--- src/lzsstd_pkg.sv ---
`timescale 1ns / 1ps
`default_nettype none
// ----------------------------------------------------------------------------
// lzsstd_pkg
// Shared types and constants for the LZSS token decompressor.
// ----------------------------------------------------------------------------
package lzsstd_pkg;

    localparam int WIN_DEPTH   = 4096;
    localparam int WIN_AW      = 12;
    localparam int BYTE_W      = 8;
    localparam int CNT_W       = 32;
    localparam int LEN_W       = 5;
    localparam int MIN_MATCH   = 3;
    localparam int MAX_RESULTS = 18;

    localparam logic        MODE_LITERAL = 1'b0;
    localparam logic        MODE_MATCH   = 1'b1;

    localparam logic [1:0]  STATUS_OK    = 2'd0;
    localparam logic [1:0]  STATUS_FAR   = 2'd1;
    localparam logic [1:0]  STATUS_DONE  = 2'd2;

    typedef struct packed {
        logic              first_token;
        logic              mode;
        logic [BYTE_W-1:0] literal_byte;
        logic [11:0]       offset_code;
        logic [3:0]        length_code;
    } token_t;

    typedef struct packed {
        logic [BYTE_W-1:0] out_byte;
        logic              byte_valid;
        logic [1:0]        status;
        logic              last;
        logic              finished;
    } result_t;

    typedef struct packed {
        logic              wr_en;
        logic [WIN_AW-1:0] wr_addr;
        logic [BYTE_W-1:0] wr_data;
        logic              rd_en;
        logic [WIN_AW-1:0] rd_addr;
    } mem_req_t;

endpackage : lzsstd_pkg
`default_nettype wire

--- src/lzsstd_ctrl.sv ---
`timescale 1ns / 1ps
`default_nettype none
// ----------------------------------------------------------------------------
// lzsstd_ctrl
// Token sequencer: holds the produced count and write pointer, classifies
// each token and drives the window for literals and match copies.
// ----------------------------------------------------------------------------
module lzsstd_ctrl
    import lzsstd_pkg::*;
(
    input  wire logic              clk,
    input  wire logic              rst_n,
    input  wire logic              tok_valid,
    output logic                   tok_ready,
    input  wire token_t            tok,
    input  wire logic [CNT_W-1:0]  total_length,
    input  wire logic              slot_free,
    output logic                   push,
    output result_t                res,
    output mem_req_t               mem_req,
    input  wire logic [BYTE_W-1:0] rd_data
);

    typedef enum logic [1:0] {
        ST_IDLE,
        ST_DECIDE,
        ST_COPY
    } state_t;

    state_t            state_reg, state_next;
    token_t            tok_reg, tok_next;
    logic [CNT_W-1:0]  prod_reg, prod_next;
    logic [WIN_AW-1:0] wp_reg, wp_next;
    logic [WIN_AW-1:0] src_reg, src_next;
    logic [LEN_W-1:0]  cnt_reg, cnt_next;

    logic [CNT_W-1:0]  prod_inc;
    logic [CNT_W-1:0]  rem;
    logic [LEN_W-1:0]  len_full;
    logic [LEN_W-1:0]  len_cap;
    logic [LEN_W-1:0]  len_eff;
    logic [12:0]       match_dist;
    logic              dist_far;
    logic              at_total;
    logic [WIN_AW-1:0] src_first;

    assign prod_inc   = prod_reg + CNT_W'(1);
    assign rem        = total_length - prod_reg;
    assign len_full   = LEN_W'(tok_reg.length_code) + LEN_W'(MIN_MATCH);
    assign len_cap    = (len_full > LEN_W'(MAX_RESULTS)) ? LEN_W'(MAX_RESULTS) : len_full;
    assign len_eff    = (rem < CNT_W'(len_cap)) ? rem[LEN_W-1:0] : len_cap;
    assign match_dist = {1'b0, tok_reg.offset_code} + 13'd1;
    assign dist_far   = CNT_W'(match_dist) > prod_reg;
    assign at_total   = prod_reg >= total_length;
    assign src_first  = wp_reg + ~tok_reg.offset_code;

    assign tok_ready = (state_reg == ST_IDLE);

    always_comb
    begin
        state_next = state_reg;
        tok_next   = tok_reg;
        prod_next  = prod_reg;
        wp_next    = wp_reg;
        src_next   = src_reg;
        cnt_next   = cnt_reg;
        push       = 1'b0;
        res        = '0;
        mem_req    = '0;

        unique case (state_reg)
            ST_IDLE:
            begin
                if (tok_valid)
                begin
                    tok_next   = tok;
                    state_next = ST_DECIDE;
                    if (tok.first_token)
                    begin
                        prod_next = '0;
                        wp_next   = '0;
                    end
                end
            end

            ST_DECIDE:
            begin
                if (slot_free)
                begin
                    priority if (at_total)
                    begin
                        push         = 1'b1;
                        res.status   = STATUS_DONE;
                        res.last     = 1'b1;
                        res.finished = (prod_reg == total_length);
                        state_next   = ST_IDLE;
                    end
                    else if (tok_reg.mode == MODE_LITERAL)
                    begin
                        mem_req.wr_en   = 1'b1;
                        mem_req.wr_addr = wp_reg;
                        mem_req.wr_data = tok_reg.literal_byte;
                        wp_next         = wp_reg + WIN_AW'(1);
                        prod_next       = prod_inc;
                        push            = 1'b1;
                        res.out_byte    = tok_reg.literal_byte;
                        res.byte_valid  = 1'b1;
                        res.status      = STATUS_OK;
                        res.last        = 1'b1;
                        res.finished    = (prod_inc == total_length);
                        state_next      = ST_IDLE;
                    end
                    else if (dist_far)
                    begin
                        push         = 1'b1;
                        res.status   = STATUS_FAR;
                        res.last     = 1'b1;
                        res.finished = (prod_reg == total_length);
                        state_next   = ST_IDLE;
                    end
                    else
                    begin
                        mem_req.rd_en   = 1'b1;
                        mem_req.rd_addr = src_first;
                        src_next        = src_first;
                        cnt_next        = len_eff;
                        state_next      = ST_COPY;
                    end
                end
            end

            ST_COPY:
            begin
                if (slot_free)
                begin
                    mem_req.wr_en   = 1'b1;
                    mem_req.wr_addr = wp_reg;
                    mem_req.wr_data = rd_data;
                    wp_next         = wp_reg + WIN_AW'(1);
                    prod_next       = prod_inc;
                    push            = 1'b1;
                    res.out_byte    = rd_data;
                    res.byte_valid  = 1'b1;
                    res.status      = STATUS_OK;
                    res.last        = (cnt_reg == LEN_W'(1));
                    res.finished    = (prod_inc == total_length);
                    cnt_next        = cnt_reg - LEN_W'(1);
                    if (cnt_reg == LEN_W'(1))
                    begin
                        state_next = ST_IDLE;
                    end
                    else
                    begin
                        mem_req.rd_en   = 1'b1;
                        mem_req.rd_addr = src_reg + WIN_AW'(1);
                        src_next        = src_reg + WIN_AW'(1);
                    end
                end
            end

            default:
            begin
                state_next = ST_IDLE;
            end
        endcase
    end

    always_ff @(posedge clk or negedge rst_n)
    begin
        if (!rst_n)
        begin
            state_reg <= ST_IDLE;
            prod_reg  <= '0;
            wp_reg    <= '0;
            cnt_reg   <= '0;
        end
        else
        begin
            state_reg <= state_next;
            prod_reg  <= prod_next;
            wp_reg    <= wp_next;
            cnt_reg   <= cnt_next;
        end
    end

    always_ff @(posedge clk)
    begin
        tok_reg <= tok_next;
        src_reg <= src_next;
    end

endmodule : lzsstd_ctrl
`default_nettype wire

--- config.mk ---
export PLATFORM = sky130hd
export DESIGN_NAME = lzsstd_ctrl
export DESIGN_NICKNAME = d
export VERILOG_FILES = /design/src/lzsstd_pkg.sv /design/src/lzsstd_ctrl.sv
export SDC_FILE = /design/constraint.sdc
export NUM_CORES = 1
export LEC_CHECK = 0
export BUFFER_PORTS_ARGS = -buffer_cell sky130_fd_sc_hd__buf_4
export CORE_MARGIN = 3
export CORE_UTILIZATION = 50
export CTS_BUF_LIST = sky130_fd_sc_hd__clkbuf_8
export DETAILED_ROUTE_END_ITERATION = 8
export GPL_TIMING_DRIVEN = 0
export PLACE_DENSITY = 0.69
export SETUP_SLACK_MARGIN = 0.15
export SKIP_CTS_REPAIR_TIMING = 1
export SKIP_LAST_GASP = 1
export SLEW_MARGIN = 10
export SYNTH_ARGS = -nofsm -noshare
export SYNTH_HDL_FRONTEND = slang
export SYNTH_SLANG_ARGS = --single-unit
--- constraint.sdc ---
create_clock -name clk -period 12.9 [get_ports clk]
set_clock_uncertainty 0.2 [all_clocks]
set_input_delay 1.29 -clock clk [delete_from_list [all_inputs] [get_ports clk]]
set_output_delay 1.29 -clock clk [all_outputs]
set_load 0.005 [all_outputs]
==> run_results.csv <==
group,metric,value,unit
global_routing,grt_pass1_vias,8673,
floorplanning,fp.dieArea,20000,sq um
synthesis,syn_inst,1144,
layout,finish.utilization,0.5981,
synthesis,synth_cell_types,88,
timing,max_slew_margin,0.2238,
job,cap_violations,0,
layout,stdcell_count,1502,
synthesis,ys_top_cells_by_area,"dfrtp_1, edfxtp_1, ha_1",
timing,hold_viol,0,
detailed_routing,post-route-drc-count,0,
placed_design,globalplace.congestion,0.9807,
global_routing,grt_pass1_wl,45720,um
synthesis,synth_seq_cells,88,
detailed_routing,vias_per_cell,6.128,
layout,drive_gt1_frac,0.1535,
worst_setup_path,critPathMaxFanout,11,
worst_setup_path,slowest_stage,"nor3b_2",
clock_network,cts_made_buffers,9,
timing,report.final.slew_viol_count,0,
detailed_routing,ant_nets,0,
floorplanning,start_util,0.5211,
worst_setup_path,r2r_slack,7.69,ns
layout,final_common_cell,"buf_4",
worst_setup_path,critPathMaxStageDelay,0.62,ns
global_routing,grt_usage,0.2864,
synthesis,synth_top_cell_by_area,"dfrtp_1",
layout,syn_to_final_growth,14.78,%
worst_setup_path,critPathMostFrequentCell,"nor2_1",
timing,max_freq,146.9,MHz
detailed_routing,initialDrtViolationCount,627,
worst_setup_path,cp.required,11.41,ns
global_routing,grt_remaining_overflow,0,
synthesis,synth_edf_count,37,
synthesis,yosysWarnings,0,
worst_setup_path,endpoint_kind,"primary output",
timing,finalCritPeriodShare,0.5275,
detailed_routing,wl,28820,um
timing,tightest_slew,1.164,ns
synthesis,synth_flop_cell,"dfrtp_1",
detailed_routing,num_vias,9204,
layout,final_cell_mix,"buf_4, nand2_1, o21ai_0",
synthesis,syn_nets,1288,
floorplanning,rows,48,
placed_design,numPortBuffers,117,
timing,setup_viol,0,
power_and_ir_drop,p_per_area,119.9,nW/um^2
worst_setup_path,path_cells,"buf_4 > ha_1 > clkbuf_1 > and3_1 > nand2_1 > nor2_1 > a21boi_1 > o21bai_1 > a21oi_1 > nor3b_2 > nor2_1 > nor2_1 > clkbuf_1 > and2_1 > buf_4",
synthesis,synth-async-reset-ratio,0.5795,
synthesis,syn_area,9170,sq um
timing,tns,0,ns
power_and_ir_drop,vdd_ir_drop_max,0.09251,mV
floorplanning,fp.dieW,141.4,um
floorplanning,die_y,141.4,um
layout,finalNetCount,1416,
clock_network,htree_levels,3,
timing,min_period,6.805,ns
power_and_ir_drop,leakagePower,4.293,nW
detailed_routing,wl_per_cell,19.19,um
global_routing,grt_max_degree,52,
worst_setup_path,critPathTopFamily,"simple AND/OR/NAND/NOR gates",
floorplanning,ios,119,
worst_setup_path,cp_num_buf_inv,4,
clock_network,cts-root-buf,"clkbuf_8",
synthesis,syn_avg_cell_area,8.016,sq um
worst_setup_path,critPathArrivalTime,5.32,ns
placed_design,dpl.hpwl,23160,um
timing,rsz0062_at_grt,"false",
floorplanning,coreArea,17600,sq um
layout,largest_reg_flops,32,
worst_setup_path,crit_type,"in2out",
clock_network,cts.sinks,88,
layout,diodes,0,
detailed_routing,first_pass_iters,5,
power_and_ir_drop,power,1.262,mW
placed_design,dp.cells,1486,
global_routing,antenna_found_initial,0,
clock_network,clk_latency,0.38,ns
clock_network,cts_tree,"built",
clock_network,path_clk_slew,0.09,ns
min_path,holdCritPathClass,"reg2reg",
synthesis,ys_seq_area_frac,0.2603,
synthesis,netlist.area_leader.share,0.1392,
worst_setup_path,startpoint_type,"primary input",
clock_network,clockBufferDepth,2,
status,status,"completed",
==> metal layers <==
metal / vias up / share of wire / wire, um / GRT usage
met4: 0 / 0.023 / 649 / 0.08434
met2: 403 / 0.45 / 12930 / 0.4407
met1: 4336 / 0.43 / 12420 / 0.3947
li1: 4414 / - / - / -
met5: - / 0 / 0 / 0
met3: 51 / 0.098 / 2816 / 0.08022
==> final timing paths <==
check	startpoint	depth (start not counted)	to
min reg2reg	cnt_reg[1]$_DFFE_PN0P_	2	cnt_reg[1]$_DFFE_PN0P_
min	cnt_reg[1]$_DFFE_PN0P_	2	cnt_reg[1]$_DFFE_PN0P_
min in group asynchronous	rst_n	1	prod_reg[25]$_DFFE_PN0P_
max in group asynchronous	rst_n	1	state_reg[1]$_DFFE_PN0P_
max reg2reg	prod_reg[0]$_DFFE_PN0P_	17	cnt_reg[1]$_DFFE_PN0P_
max	total_length[25]	15	mem_req[22]
==> cells by family after synthesis <==
family | Yosys count | synth area share
AND/OR/NAND/NOR | 414 | 0.2328
AO/OA/AOI/OAI | 321 | 0.2320
buffers and inverters | 137 | 0.06304
XOR/XNOR | 91 | 0.08773
flip-flops | 88 | 0.2603
adder cells (fa/ha/maj) | 74 | 0.1026
multiplexers | 19 | 0.02156
==> cells in the mapped netlist (all sizes together) (19+ instances only) <==
cell,number
o21ai,95
nand2,89
nor2,83
inv,76
a21oi,74
ha,72
xnor2,65
nand3,55
dfrtp,51
edfxtp,37
clkbuf,32
buf,28
and2,27
nor3,26
xor2,26
nand4,25
or3,25
and3,20
a21o,19
==> power breakdown <==
part	internal, mW	leakage [nW]	switching (mW)
logic	0.234	3.14	0.426
registers	0.353	1.05	0.0531
clock network	0.0882	0.100	0.108
total	0.676	4.29	0.587
==> layout make-up <==
cell class | instances | area (sq um)
buffer | 60 | 289.0
clock buffer | 9 | 123.9
clock inverter | 7 | 65.06
fill | 1663 | 7072
inverter | 77 | 289.0
multi-input combinational | 919 | 6211
sequential | 88 | 2387
tap | 225 | 281.5
timing repair buffer | 117 | 878.3
==> worst reg2reg max path, delay by kind of cell (launching register included) <==
kind | cells | cell delay [ns]
xor gates and xnor gates | 1 | 0.17
DFF | 1 | 0.52
AOI/OAI and AO/OA | 6 | 1.29
and+or+nand+nor | 5 | 1.58
adders and majority gates | 3 | 0.94
muxes | 1 | 0.38
buffers and inverters | 1 | 0.05
==> metrics by stage <==
step | hold slack, ns | setup WS, ns | area, sq um
floorplan | 0.2824 | 7.587 | 9170
global placement | 0.3015 | 6.236 | 10330
detailed placement | 0.3068 | 6.217 | 10340
CTS | 0.3291 | 6.193 | 10530
global route | 0.3710 | 5.707 | 10530
finish | 0.3236 | 6.095 | 10530
Power figures use the tool's default switching activity.
